===== src/sv/lbm_pkg.sv =====
// ----------------------------------------------------------------------------
// lbm_pkg
// Shared types and constants for the 2x2x2 label block mode pipeline.
// ----------------------------------------------------------------------------
package lbm_pkg;

	localparam int LABEL_BITS  = 16;
	localparam int OUT_BITS    = 16;
	localparam int NUM_CORNERS = 8;
	localparam int IDX_BITS    = $clog2(NUM_CORNERS);
	localparam int IN_BYTES    = (NUM_CORNERS * LABEL_BITS + 7) / 8;
	localparam int OUT_BYTES   = (OUT_BITS + 7) / 8;

	// Corner 7 is the fallback when no group of four, triple or pair among the first seven corners matches.
	localparam logic [IDX_BITS-1:0] LAST_CORNER = IDX_BITS'(NUM_CORNERS - 1);

	typedef logic [LABEL_BITS-1:0]                  label_t;
	typedef label_t [NUM_CORNERS-1:0]               labels_t;
	typedef logic [IDX_BITS-1:0]                    idx_t;
	typedef logic [NUM_CORNERS-1:0][NUM_CORNERS-1:0] eq_t;

	// Stage 1 payload: labels plus the upper triangle of the equality matrix.
	typedef struct packed {
		labels_t labels;
		eq_t     eq;
	} cmp_t;

	// Stage 2 payload: labels plus the index of the winning corner.
	typedef struct packed {
		labels_t labels;
		idx_t    sel;
	} pick_t;

endpackage


===== src/sv/lbm_cmp.sv =====
// ----------------------------------------------------------------------------
// lbm_cmp
// First pipeline stage: compares every pair of corner labels.
// ----------------------------------------------------------------------------
module lbm_cmp (
	input  logic             clk,
	input  logic             arst_n,
	input  logic             in_valid,
	output logic             in_ready,
	input  lbm_pkg::labels_t in_labels,
	output logic             out_valid,
	input  logic             out_ready,
	output lbm_pkg::cmp_t    out_data
);
	import lbm_pkg::*;

	logic valid_s1;
	cmp_t data_s1;
	eq_t  eq_d;

	// Only pairs with i < j are needed; the rest of the matrix stays zero.
	always_comb begin
		eq_d = '0;
		for (int i = 0; i < NUM_CORNERS; i++) begin
			for (int j = i + 1; j < NUM_CORNERS; j++) begin
				eq_d[i][j] = (in_labels[i] == in_labels[j]);
			end
		end
	end

	assign in_ready = !valid_s1 || out_ready;

	always_ff @(posedge clk or negedge arst_n) begin
		if (!arst_n) begin
			valid_s1 <= 1'b0;
		end else if (in_ready) begin
			valid_s1 <= in_valid;
		end
	end

	always_ff @(posedge clk) begin
		if (in_valid && in_ready) begin
			data_s1.labels <= in_labels;
			data_s1.eq     <= eq_d;
		end
	end

	assign out_valid = valid_s1;
	assign out_data  = data_s1;

endmodule


===== src/sv/lbm_pick.sv =====
// ----------------------------------------------------------------------------
// lbm_pick
// Second pipeline stage: finds the winning corner by match priority.
// ----------------------------------------------------------------------------
module lbm_pick (
	input  logic           clk,
	input  logic           arst_n,
	input  logic           in_valid,
	output logic           in_ready,
	input  lbm_pkg::cmp_t  in_data,
	output logic           out_valid,
	input  logic           out_ready,
	output lbm_pkg::pick_t out_data
);
	import lbm_pkg::*;

	logic  valid_s2;
	pick_t data_s2;
	logic  quad_hit;
	logic  tri_hit;
	logic  pair_hit;
	idx_t  quad_idx;
	idx_t  tri_idx;
	idx_t  pair_idx;
	idx_t  sel_d;
	logic  dup_s2;

	// Each search keeps the first match in lexicographic index order. All
	// members of a match equal the lowest one, so only that index is kept.
	always_comb begin
		quad_hit = 1'b0;
		quad_idx = '0;
		tri_hit  = 1'b0;
		tri_idx  = '0;
		pair_hit = 1'b0;
		pair_idx = '0;
		for (int a = 0; a < NUM_CORNERS; a++) begin
			for (int b = a + 1; b < NUM_CORNERS; b++) begin
				for (int c = b + 1; c < NUM_CORNERS; c++) begin
					for (int d = c + 1; d < NUM_CORNERS; d++) begin
						if (!quad_hit && in_data.eq[a][b] && in_data.eq[a][c]
								&& in_data.eq[a][d]) begin
							quad_hit = 1'b1;
							quad_idx = IDX_BITS'(a);
						end
					end
					if (!tri_hit && in_data.eq[a][b] && in_data.eq[a][c]) begin
						tri_hit = 1'b1;
						tri_idx = IDX_BITS'(a);
					end
				end
				// The last corner takes no part in the pair search.
				if (!pair_hit && (b < NUM_CORNERS - 1) && in_data.eq[a][b]) begin
					pair_hit = 1'b1;
					pair_idx = IDX_BITS'(a);
				end
			end
		end
		if (quad_hit) begin
			sel_d = quad_idx;
		end else if (tri_hit) begin
			sel_d = tri_idx;
		end else if (pair_hit) begin
			sel_d = pair_idx;
		end else begin
			sel_d = LAST_CORNER;
		end
	end

	assign in_ready = !valid_s2 || out_ready;

	always_ff @(posedge clk or negedge arst_n) begin
		if (!arst_n) begin
			valid_s2 <= 1'b0;
		end else if (in_ready) begin
			valid_s2 <= in_valid;
		end
	end

	always_ff @(posedge clk) begin
		if (in_valid && in_ready) begin
			data_s2.labels <= in_data.labels;
			data_s2.sel    <= sel_d;
		end
	end

	assign out_valid = valid_s2;
	assign out_data  = data_s2;

	// True when the chosen label also sits in some other corner.
	always_comb begin
		dup_s2 = 1'b0;
		for (int i = 0; i < NUM_CORNERS; i++) begin
			if (IDX_BITS'(i) != data_s2.sel
					&& data_s2.labels[i] == data_s2.labels[data_s2.sel]) begin
				dup_s2 = 1'b1;
			end
		end
	end

`ifndef ASSERT_OFF
	a_pick_has_match: assert property (@(posedge clk) disable iff (!arst_n)
		(valid_s2 && data_s2.sel != LAST_CORNER) |-> dup_s2)
		else $error("picked corner has no matching corner");
	a_pick_low_first: assert property (@(posedge clk) disable iff (!arst_n)
		(in_valid && in_ready && in_data.eq[0][1] && in_data.eq[0][2]
			&& in_data.eq[0][3]) |=> (data_s2.sel == '0))
		else $error("first group of four not chosen");
`endif

endmodule


===== src/sv/lbm_sel.sv =====
// ----------------------------------------------------------------------------
// lbm_sel
// Third pipeline stage: selects the winning label into the output register.
// ----------------------------------------------------------------------------
module lbm_sel (
	input  logic                           clk,
	input  logic                           arst_n,
	input  logic                           in_valid,
	output logic                           in_ready,
	input  lbm_pkg::pick_t                 in_data,
	output logic                           out_valid,
	input  logic                           out_ready,
	output logic [lbm_pkg::OUT_BITS-1:0]   out_label
);
	import lbm_pkg::*;

	logic                valid_s3;
	logic [OUT_BITS-1:0] label_s3;

	assign in_ready = !valid_s3 || out_ready;

	always_ff @(posedge clk or negedge arst_n) begin
		if (!arst_n) begin
			valid_s3 <= 1'b0;
		end else if (in_ready) begin
			valid_s3 <= in_valid;
		end
	end

	always_ff @(posedge clk) begin
		if (in_valid && in_ready) begin
			label_s3 <= OUT_BITS'(in_data.labels[in_data.sel]);
		end
	end

	assign out_valid = valid_s3;
	assign out_label = label_s3;

endmodule


===== src/sv/label_block_mode_2x2x2_unit.sv =====
// ----------------------------------------------------------------------------
// label_block_mode_2x2x2_unit
// Picks the dominant label of one 2x2x2 voxel cube per item.
// ----------------------------------------------------------------------------
// Each accepted item is registered in stage 1, then stage 2, then stage 3;
// m_axis_tvalid rises once the item sits in stage 3, the output register.
// One item per cycle unless stalled; each of the three stages holds one item.
// A stall on the output holds every full stage and backs up to s_axis_tready.
// Reset (arst_n low, asynchronous) empties all stages; payload is not cleared.
// ----------------------------------------------------------------------------
module label_block_mode_2x2x2_unit (
	input  logic                                 clk,
	input  logic                                 arst_n,
	// Input item: eight corner labels.
	input  logic                                 s_axis_tvalid,
	output logic                                 s_axis_tready,
	// Fields from bit 0 up: corner_000, corner_100, corner_010, corner_110,
	// corner_001, corner_101, corner_011, corner_111 (16 bits each).
	input  logic [lbm_pkg::IN_BYTES*8-1:0]       s_axis_tdata,
	// Result item: one label.
	output logic                                 m_axis_tvalid,
	input  logic                                 m_axis_tready,
	// Fields from bit 0 up: mode_label (16 bits).
	output logic [lbm_pkg::OUT_BYTES*8-1:0]      m_axis_tdata
);
	import lbm_pkg::*;

	// The pipeline has three stages, each a register with its own valid bit.
	// Stage 1 compares all 28 pairs of corners. Stage 2 runs the three
	// priority searches (groups of four, then triples, then pairs among the
	// first seven corners) over the equality bits and keeps the winning
	// corner index. Stage 3 muxes that corner's label into the output
	// register. Every stage is ready when it is empty or its item moves on,
	// so the chain of ready signals runs back from m_axis_tready.

	labels_t             in_labels;
	logic                valid_1;
	logic                ready_2;
	cmp_t                data_1;
	logic                valid_2;
	logic                ready_3;
	pick_t               data_2;
	logic [OUT_BITS-1:0] mode_label;

	// Unpack the corners; corner_000 sits in the lowest bits.
	always_comb begin
		for (int i = 0; i < NUM_CORNERS; i++) begin
			in_labels[i] = s_axis_tdata[i*LABEL_BITS +: LABEL_BITS];
		end
	end

	lbm_cmp u_cmp (
		.clk       (clk),
		.arst_n    (arst_n),
		.in_valid  (s_axis_tvalid),
		.in_ready  (s_axis_tready),
		.in_labels (in_labels),
		.out_valid (valid_1),
		.out_ready (ready_2),
		.out_data  (data_1)
	);

	lbm_pick u_pick (
		.clk       (clk),
		.arst_n    (arst_n),
		.in_valid  (valid_1),
		.in_ready  (ready_2),
		.in_data   (data_1),
		.out_valid (valid_2),
		.out_ready (ready_3),
		.out_data  (data_2)
	);

	lbm_sel u_sel (
		.clk       (clk),
		.arst_n    (arst_n),
		.in_valid  (valid_2),
		.in_ready  (ready_3),
		.in_data   (data_2),
		.out_valid (m_axis_tvalid),
		.out_ready (m_axis_tready),
		.out_label (mode_label)
	);

	// The result field fills the output bus; pad any spare bits with zeros.
	assign m_axis_tdata = (OUT_BYTES*8)'(mode_label);

`ifndef ASSERT_OFF
	a_take_fills_s1: assert property (@(posedge clk) disable iff (!arst_n)
		(s_axis_tvalid && s_axis_tready) |=> valid_1)
		else $error("accepted item did not reach stage 1");
	a_s1_holds: assert property (@(posedge clk) disable iff (!arst_n)
		(valid_1 && !ready_2) |=> (valid_1 && $stable(data_1)))
		else $error("stage 1 item changed while stalled");
	a_s2_holds: assert property (@(posedge clk) disable iff (!arst_n)
		(valid_2 && !ready_3) |=> (valid_2 && $stable(data_2)))
		else $error("stage 2 item changed while stalled");
`endif

endmodule

===== config.mk =====
export PLATFORM = sky130hd
export DESIGN_NAME = label_block_mode_2x2x2_unit
export DESIGN_NICKNAME = d
export VERILOG_FILES = /design/src/sv/lbm_pkg.sv /design/src/sv/lbm_cmp.sv /design/src/sv/lbm_pick.sv /design/src/sv/lbm_sel.sv /design/src/sv/label_block_mode_2x2x2_unit.sv
export SDC_FILE = /design/constraint.sdc
export NUM_CORES = 1
export LEC_CHECK = 0
export BUFFER_PORTS_ARGS = -buffer_cell sky130_fd_sc_hd__clkbuf_2
export CAP_MARGIN = 20
export CORE_MARGIN = 2
export CORE_UTILIZATION = 60
export CTS_BUF_LIST = sky130_fd_sc_hd__clkbuf_8 sky130_fd_sc_hd__clkbuf_16
export DETAILED_ROUTE_END_ITERATION = 10
export PLACE_DENSITY = 0.81
export SLEW_MARGIN = 40
export SYNTH_ARGS = -nofsm -noshare
export SYNTH_HDL_FRONTEND = slang
export SYNTH_SLANG_ARGS = --single-unit

===== constraint.sdc =====
create_clock -name clk -period 6.2 [get_ports clk]
set_input_delay 1.24 -clock clk [delete_from_list [all_inputs] [get_ports clk]]
set_output_delay 1.24 -clock clk [all_outputs]
set_load 0.01 [all_outputs]

* Word level (Yosys, flattened, before mapping)
Cells that the tools add are included.
** Word-level totals
- RAM bits :: 0
- Output and inout port bits :: 18
- Memory bits (read-only) :: 0
- Word-level logic and storage cells :: 784
- Bits in latches :: 0
- Memories :: 0
- Input port bits :: 132
- Register bits :: 305
** Cells by class
- $add $sub $neg :: 0
- Shifts and indexed selects :: 0
- Multipliers :: 0
- Reductions and logical operators :: 492
- Mux-type cells :: 237
- Bitwise gates (word level) :: 0
- Divide/modulo/power cells :: 0
- Eq/ne operators :: 27
- $lt $le $gt $ge :: 1
** Operator list (count)
- 16-bit == test :: 27
- 1-bit logical AND :: 342
- 1-bit 2-to-1 mux :: 187
- 1-bit zero test :: 147
- 2-bit 2-to-1 mux :: 37
- 16-bit binary-select mux with 3-bit select :: 1
- 3-bit 2-to-1 mux :: 11
- 16-bit 2-to-1 mux :: 1
- 3-bit by 4-bit < comparator with 1-bit output, second input constant :: 1
- 1-bit logical OR :: 3

* Logic depth before layout (Yosys ltp)
Gate-level depths: netlist (run 1).
- Depth after elaboration :: 349
- Depth in mapped cells :: 6
- Depth with buffers taken out :: 6

* Modules after synthesis
From an unflattened synthesis (run 1), not the netlist that was laid out.
** Second synthesis, totals
- Cell total of the unflattened synthesis :: 1206
- Area total of the unflattened synthesis :: 17102.7 sq um
** By module, submodules not included
- lbm_cmp :: area an instance 11005.6 sq um, sequential area each 4709.5 sq um, cells each 913, times used 1
- lbm_pick :: area an instance 4501.8 sq um, sequential area each 3958.8 sq um, cells each 216, times used 1
- lbm_sel :: area an instance 1595.3 sq um, sequential area each 505.5 sq um, cells each 77, times used 1

* Worst setup path before layout (run 1)
Ideal clock, no wire load.
- Path type :: input to register
- Start :: input m_axis_tready
- End :: register u_cmp.data_s1 (netlist bit u_cmp.out_data[100]) (enable)
- Setup time :: 534 ps
- Data arrival time :: 5029 ps
- Path buffers :: 0
- Required time :: 5666 ps
- Stages :: 3
- Slack :: 637 ps
- Cells stage by stage :: nor2b_1 nand3_1 and2_1
** On the way
- Longest elaborated chain between the ends :: 4
** RTL lines
- start, declared :: line label_block_mode_2x2x2_unit.sv:22 : input logic m_axis_tready,
- 1-bit logical OR :: line lbm_sel.sv:20 : assign in_ready = !valid_s3 || out_ready;
- 1-bit logical OR :: line lbm_pick.sv:70 : assign in_ready = !valid_s2 || out_ready;
- 1-bit logical OR :: line lbm_cmp.sv:31 : assign in_ready = !valid_s1 || out_ready;
- net s_axis_tready :: line label_block_mode_2x2x2_unit.sv:16 : output logic s_axis_tready,
- 1-bit logical AND :: line lbm_cmp.sv:42 : if (in_valid && in_ready) begin
- end, declared :: line lbm_cmp.sv:18 : cmp_t data_s1;
The timed path passes the listed nets, and every way through them passes these cells.
A chain may end at the register's enable or synchronous reset.

* Worst setup path after layout (run 1)
- Start :: input m_axis_tready
- End :: output s_axis_tready
** On the way
- Longest elaborated chain between the ends :: 3
** RTL lines (line)
- 1-bit logical OR :: lbm_sel.sv:20
- 1-bit logical OR :: lbm_pick.sv:70
- 1-bit logical OR :: lbm_cmp.sv:31
- end, declared :: label_block_mode_2x2x2_unit.sv:16
Every way passes these cells.

==> metrics.yaml, run 1 <==
root_buffer: "clkbuf_16"
rows: 59
numCtsBuffers: 30
final_hold_viol_count: 0
slew_headroom: 0.562
path_max_fanout: 3
synthTopCellsByArea: "edfxtp_1 (58%), xnor2_1 (24%), mux4_2 (4.6%), nand4_1 (4.3%), clkbuf_1 (2.6%)"
core_area_um2: 25900
cts_resized: 0
yosysTopAreaCell: "edfxtp_1"
regToRegSetupSlack_ns: 3.66
tritoncts: "yes"
end_kind: "output pin"
powerDensity_nw_per_um2: 304
start_util: 0.608
place_ws_ns: 3.20
yosysTopAreaCellShare: 0.576
whs_path_depth: 0
drt_iter0_drc: 1465
synth.distinct_cells: 42
fin_crit_ns: 3.00
skew_ns: 0.0146
async_reset_ff_frac: 0.00984
synth.yosys.seq_area_share: 0.581
clockBufferDepth: 3
setup_viol: 0
io_buffers: 149
finalPower_mw: 5.34
drc: 0
syn_to_final_growth_pct: 11.5
die-area_um2: 27600
dp_hpwl_um: 33700
slew_viol_final: 0
synth-edff-count: 302
peakVddDrop_v: 0.000352
first_global_vias: 10100
post_dp_cell_area_um2: 16500
vias: 10000
crit_arrival_ns: 1.76
nNetsFinal: 1327
rsz0062_at_grt: "false"
fp.dieW_um: 166
synth-main-ff-cell: "edfxtp_1"
syn-num-nets: 1276
p_leak_nw: 5.56
final_antenna_net_count: 0
syn-cell-area_um2: 15700
wl_per_cell_um: 30.1
tns_ns: 0
reg2reg_depth: 3
h-tree-depth: 1
die_h_um: 166
stdcell_count: 1555
clk_latency_ns: 0.56
viasPerCell: 6.45
clock_sink_count: 305
layout-drive-gt1-share: 0.218
grt_pass1_wl_um: 68200
min_path_type: "reg -> reg"
wirelength_um: 46900
crit_type: "in -> out"
fmax_ghz: 0.333
drt_pass1_iterations: 5
grt_max_degree: 156
grt_usage: 0.343
dp_cells: 1497
io_pins: 150
critPathLaunchType: "input port"
synth_most_common_cell: "xnor2_1"
worst_slack_ns: 3.20
finalCritPeriodShare: 0.484
syn_inst: 1144
grt_overflow_total: 0
worst_pin_slew_ns: 0.652
avgSynthCellArea_um2: 13.8
post_cts_buffers: 0
nFillCells: 1816
synth-seq-cells: 305
required_ns: 4.96
cap_violations: 0
clkTransAtPathRegs_ns: 0.06
antenna_found_initial: 1
finalInstanceArea_um2: 17600
status: "completed"
yosys-top-cells-count: "xnor2_1 (432), edfxtp_1 (302), clkbuf_1 (110), nand4_1 (108), mux4_2 (32)"
cts_hold_buf: 0
gp_congestion: 1.02
yosys_warnings: 0
[logic make-up after synthesis]
| logic type | after synthesis | share of synthesized area |
|---|---|---|
| adder cells (fa/ha/maj) | 5 | 0.00318 |
| AO/OA/AOI/OAI | 30 | 0.0143 |
| multiplexers | 48 | 0.0572 |
| AND/OR/NAND/NOR | 185 | 0.0708 |
| XOR/XNOR | 432 | 0.240 |
| buffers and inverters | 139 | 0.0334 |
| flip-flops | 305 | 0.581 |
[registers in the layout, indices dropped and copies added (netlist names)]
signal / cells
u_cmp.out_data: 155
u_sel.out_label: 16
u_pick.out_valid: 1
u_pick.out_data: 131
u_cmp.out_valid: 1
u_sel.out_valid: 1
[power breakdown]
group          switching [mW]  internal, mW  leakage, nW
clock network           0.784          1.16        0.528
logic                   0.504         0.345         2.07
registers              0.0655          2.48         2.96
total                    1.35          3.99         5.56
[layout make-up]
type,count,area [µm²],area share
sequential,305,9140,0.521
multi-input combinational,700,6080,0.346
timing repair buffer,156,838,0.0477
clock buffer,31,776,0.0442
tap,335,419,0.0239
clock inverter,25,294,0.0167
inverter,2,7.51,0.000427
antenna,1,2.50,0.000142
[routing by layer]
metal | wire length, µm | vias to the layer above | part of all wire | track usage
li1 | - | 4213 | - | -
met1 | 17800 | 4958 | 0.38 | 0.471
met2 | 21200 | 674 | 0.45 | 0.531
met3 | 4840 | 187 | 0.10 | 0.0565
met4 | 3040 | 0 | 0.065 | 0.180
met5 | 0 | - | 0 | 0
[path summary, 6_finish.rpt]
path | from | to
min in group asynchronous | arst_n | u_cmp.out_valid
hold reg to reg | u_cmp.out_data[174] | u_pick.out_data[113]
max in group asynchronous | arst_n | u_sel.out_valid
hold / removal | u_cmp.out_data[174] | u_pick.out_data[113]
setup / recovery | m_axis_tready | s_axis_tready
setup reg to reg | u_pick.out_data[0] | u_sel.out_label[11]
[layout by cell type (no fill, tap or decap), types with 4 or more instances in the layout]
master     count
a21oi_1        8
nand2_1        5
edfxtp_1     302
mux4_2        32
clkinv_2       6
bufinv_16      6
xnor2_1      432
maj3_1         5
nor4_1        28
nand2b_1       7
clkbuf_16     31
clkbuf_2     149
o21ai_0        4
nand4_1      108
clkinv_1       5
mux2_2        16
nor3_1        11
nor2_1        12
[worst max-delay path, stage by stage]
cell      delay, ns
clkbuf_2       0.09
nor2b_1        0.14
nand3_1        0.14
clkbuf_2       0.15
[per-stage QoR]
step | hold WS (ns) | util
floorplan | 0.400 | -
global placement | 0.400 | 0.635
detailed placement | 0.405 | 0.635
CTS | 0.413 | 0.676
global route | 0.419 | 0.678
finish | 0.413 | 0.678
No activity file was read; power rests on OpenSTA's default activity.
==> inputs of run 2 (changes only) <==
Settings changed: CORE_UTILIZATION 60 to 54, PLACE_DENSITY 0.81 to 0.77.
Clock period 6.2 ns to 2.57 ns, I/O delays scaled along.
==> run 2 against run 1 <==
Sequential cell count unchanged. Wire length up 1.6%. First-iteration DRC count down 14%. Power up 140%. Global-route usage down 2.6 points. Via count down 1.4%. Non-clock buffer count up 26. Cell count up 4.8%. Clock power up 130%. Register-to-register slack worse by 3.3 ns. Hold slack worse by 0.22 ns. Largest cell class unchanged. Highest routed layer is now met5.
==> metrics.yaml, run 2 (synthesis gave the netlist of run 1 again) <==
seq_power_share: 0.484
clockBufferDepth: 3
min_path_type: "in -> reg"
tns_ns: 0
status: "completed"
io_buffers: 149
core_area_um2: 28700
use_met1: 0.434
cp_num_cells: 6
gp_congestion: 1.01
worst_slack_ns: 0.343
post_cts_buffers: 0
worstReg2RegEnd: "u_pick.out_data[0]"
cp_top_family: "compound AO/OA/AOI/OAI gates"
drt_pass1_iterations: 6
critPathLaunchType: "flip-flop"
slowest_stage: "or4_4"
reg2reg_depth: 6
nNetsFinal: 1354
wirelength_um: 47600
powerDensity_nw_per_um2: 710
die-area_um2: 30500
tritoncts: "yes"
worst_pin_slew_ns: 0.764
fin_crit_ns: 2.23
worst-path-buf-inv: 0
fmax_ghz: 0.449
largest_reg_flops: 155
setup_viol: 0
clk_latency_ns: 0.55
busiest_layer: "met2"
p_sw_mw: 3.19
dp_cells: 1572
finalCritPeriodShare: 0.866
grt_max_degree: 49
slew_viol_final: 0
slew_headroom: 0.487
power.internal_mw: 9.45
numCtsBuffers: 31
rsz0062_at_grt: "false"
drt_iter0_drc: 1263
viasPerCell: 6.07
skew_ns: 0.0115
p_leak_nw: 5.70
io_pins: 150
layout-drive-gt1-share: 0.230
grt_overflow_total: 0
worstPathCellList: "or4_4, nand2b_4, a221oi_2, o21bai_1, a2111oi_2, o21a_1"
grt_pass1_wl_um: 68500
fin_util: 0.620
seq_area_um2: 9140
antenna_found_initial: 3
path_max_fanout: 5
cap_violations: 0
timing.rr.start: "u_cmp.out_data[4]"
clkTransAtPathRegs_ns: 0.06
pwr-share-comb: 0.166
met3_usage: 0.0492
critPathLaunch: "u_cmp.out_data[4]"
vias: 9888
dp_hpwl_um: 34400
place_ws_ns: 0.387
endpoint: "u_pick.out_data[0]"
final_antenna_net_count: 0
crit_arrival_ns: 2.65
switching_share: 0.252
drc: 0
finalInstanceArea_um2: 17800
grt_use_met2: 0.499
crit_type: "reg -> reg"
finalPower_mw: 12.6
stdcell_count: 1630
start_util: 0.549
required_ns: 2.99
clock_sink_count: 305
final_cell_mix: "xnor2_1 (432), edfxtp_1 (302), clkbuf_2 (149)"
regToRegSetupSlack_ns: 0.34
wl_per_cell_um: 29.2
syn_to_final_growth_pct: 13.1
first_global_vias: 9964
h-tree-depth: 1
layout_commonest_cell: "xnor2_1"
die_h_um: 175
post_dp_cell_area_um2: 16800
end_kind: "flip-flop"
cpPeakStageDelay_ns: 0.56
peakVddDrop_v: 0.000442
final_hold_viol_count: 0
num_antenna_cells: 0
rows: 62
timing.hold.ws_ns: 0.189
root_buffer: "clkbuf_16"
grt_usage: 0.317
fp.dieW_um: 175
p_clk_frac: 0.350
nFillCells: 2143
multi_input_area_um2: 6080
==> run 2: worst register-to-register path: stages, from the launching register on <==
cell       delay, ns
edfxtp_1        0.45
or4_4           0.56
nand2b_4        0.17
a221oi_2        0.27
o21bai_1        0.10
a2111oi_2       0.37
o21a_1          0.17
==> run 2: power by group through the flow <==
stage / logic [mW] / registers, mW / clock network, mW
floorplan: 1.39 / 6.19 / 0
global placement: 2.05 / 6.18 / 0
detailed placement: 2.07 / 6.21 / 0
CTS: 2.09 / 6.12 / 4.49
global route: 2.22 / 6.15 / 4.66
finish: 2.10 / 6.12 / 4.42
==> run 2: worst min path at each step <==
| stage | cells after the start | endpoint | slack (ns) | from |
|---|---|---|---|---|
| after floorplan | 0 | u_cmp.out_valid | 0.22 | arst_n |
| after global placement | 1 | u_cmp.out_valid | 0.31 | arst_n |
| after detailed placement | 1 | u_cmp.out_valid | 0.31 | arst_n |
| after CTS | 2 | u_cmp.out_valid | 0.17 | s_axis_tvalid |
| after global routing | 2 | u_cmp.out_valid | 0.20 | s_axis_tvalid |
| final | 2 | u_cmp.out_valid | 0.19 | s_axis_tvalid |
==> run 2: timing repair <==
item,CTS,global route
hold endpoints to repair,3,0
resized for setup,0,0
hold buffers,1,0
==> run 2: per-layer routing <==
metal / up-vias / routed length (µm)
met3: 137 / 4230
met5: - / 13
met1: 4918 / 18800
li1: 4265 / -
met4: 2 / 2570
met2: 566 / 22000
==> run 2: final cells by class <==
| cell class | count | area share |
|---|---|---|
| well taps | 384 | 0.0270 |
| inverters | 2 | 0.000422 |
| multi-input cells | 700 | 0.342 |
| clock inverters | 26 | 0.0136 |
| flip-flops and latches | 305 | 0.514 |
| clock buffers | 31 | 0.0436 |
| repair buffers | 182 | 0.0602 |
==> inputs of run 3 (changes only) <==
Settings changed: CTS_BUF_LIST sky130_fd_sc_hd__clkbuf_8 sky130_fd_sc_hd__clkbuf_16 to unset.
==> run 3 against run 2 <==
First-iteration DRC count rose by 1.2%. Clock skew about the same. Largest power group unchanged. Power increased by 0.26%. Non-clock buffer count unchanged. Register-to-register slack barely moved. Via count decreased by 0.54%. Sequential power barely moved.
==> metrics.yaml, run 3 (synthesis gave the netlist of run 1 again) <==
fp.dieW_um: 175
fin_crit_ns: 2.22
pwr-share-comb: 0.166
final_hold_viol_count: 0
slew_viol_final: 0
rows: 62
dp_hpwl_um: 34400
tns_ns: 0
whs_path_depth: 2
peakVddDrop_v: 0.000441
nFillCells: 2143
drt_iter0_drc: 1278
nNetsFinal: 1354
wirelength_um: 47600
finalCritPeriodShare: 0.864
io_pins: 150
p_leak_nw: 5.67
p_clk_frac: 0.351
clkTransAtPathRegs_ns: 0.07
layout_commonest_cell: "xnor2_1"
layout-drive-gt1-share: 0.230
grt_usage: 0.317
worst_pin_slew_ns: 0.767
status: "completed"
h-tree-depth: 1
drc: 0
rsz0062_at_grt: "false"
grt_overflow_total: 0
grt_max_degree: 49
powerDensity_nw_per_um2: 712
clockBufferDepth: 3
die_h_um: 175
finalInstanceArea_um2: 17800
clk_latency_ns: 0.55
fmax_ghz: 0.450
critPathLaunchType: "flip-flop"
io_buffers: 149
cap_violations: 0
end_kind: "flip-flop"
die-area_um2: 30500
vias: 9835
final_antenna_net_count: 0
clock_sink_count: 305
grt_pass1_wl_um: 68500
syn_to_final_growth_pct: 13.1
slew_headroom: 0.485
start_util: 0.549
root_buffer: "clkbuf_16"
setup_viol: 0
reg2reg_depth: 6
core_area_um2: 28700
numCtsBuffers: 31
switching_share: 0.252
required_ns: 2.99
power.internal_mw: 9.48
antenna_found_initial: 3
p_sw_mw: 3.19
crit_arrival_ns: 2.64
viasPerCell: 6.03
crit_type: "reg -> reg"
post_dp_cell_area_um2: 16800
drt_pass1_iterations: 6
largest_reg_flops: 155
fin_util: 0.620
tritoncts: "yes"
wl_per_cell_um: 29.2
gp_congestion: 1.01
skew_ns: 0.0112
final_cell_mix: "xnor2_1 (432), edfxtp_1 (302), clkbuf_2 (149)"
path_max_fanout: 4
num_antenna_cells: 0
min_path_type: "in -> reg"
first_global_vias: 9964
seq_power_share: 0.482
post_cts_buffers: 0
run 3: metal layers:
| layer | global-route usage | share of wire |
|---|---|---|
| met3 | 0.0492 | 0.10 |
| met1 | 0.434 | 0.38 |
| met4 | 0.151 | 0.054 |
| met5 | 0 | 0.00027 |
| met2 | 0.499 | 0.46 |
run 3: metrics by stage:
step / hold slack [ns] / power [mW] / setup WS [ns] / cells
2_1_floorplan: 0.218 / 7.58 / 0.280 / 1144
3_3_place_gp: 0.314 / 8.24 / 0.417 / 1572
3_5_place_dp: 0.314 / 8.28 / 0.387 / 1572
4_1_cts: 0.168 / 12.7 / 0.360 / 1630
5_1_grt: 0.196 / 13.1 / 0.203 / 1630
6_report: 0.185 / 12.7 / 0.350 / 1630
run 3: final cells by class:
class	count	area [µm²]	area share
Sequential cell	305	9140	0.514
Clock buffer	39	806	0.0453
Tap cell	384	480	0.0270
Multi-Input combinational cell	700	6080	0.342
Clock inverter	18	211	0.0119
Timing Repair Buffer	182	1070	0.0602
Inverter	2	7.51	0.000422
run 3: critical path, stage by stage, from the launching register on:
cell and delay, ns:
edfxtp_1 0.43, or4_4 0.58, nand2b_4 0.17, a221oi_2 0.27, o21bai_1 0.10, a2111oi_2 0.37, o21a_1 0.17
run 3: what timing repair did:
| action | 4_1_cts | 5_1_grt |
|---|---|---|
| hold buffers | 1 | 0 |
| hold endpoints to repair | 3 | 0 |
| gates resized for setup | 0 | 0 |
run 3: final timing paths:
kind	start	to	slack (ns)
max	u_cmp.out_data[3]	u_pick.out_data[0]	0.35
min	s_axis_tvalid	u_cmp.out_valid	0.19
max reg2reg	u_cmp.out_data[3]	u_pick.out_data[0]	0.35
min reg2reg	u_cmp.out_data[187]	u_pick.out_data[126]	0.41
max in group asynchronous	arst_n	u_cmp.out_valid	2.13
min in group asynchronous	arst_n	u_sel.out_valid	0.33
run 3: power by group through the flow:
stage | clock (mW) | combinational [mW] | sequential, mW
2_1_floorplan | 0 | 1.39 | 6.19
3_3_place_gp | 0 | 2.05 | 6.18
3_5_place_dp | 0 | 2.07 | 6.21
4_1_cts | 4.52 | 2.09 | 6.12
5_1_grt | 4.69 | 2.22 | 6.15
6_report | 4.45 | 2.10 | 6.12
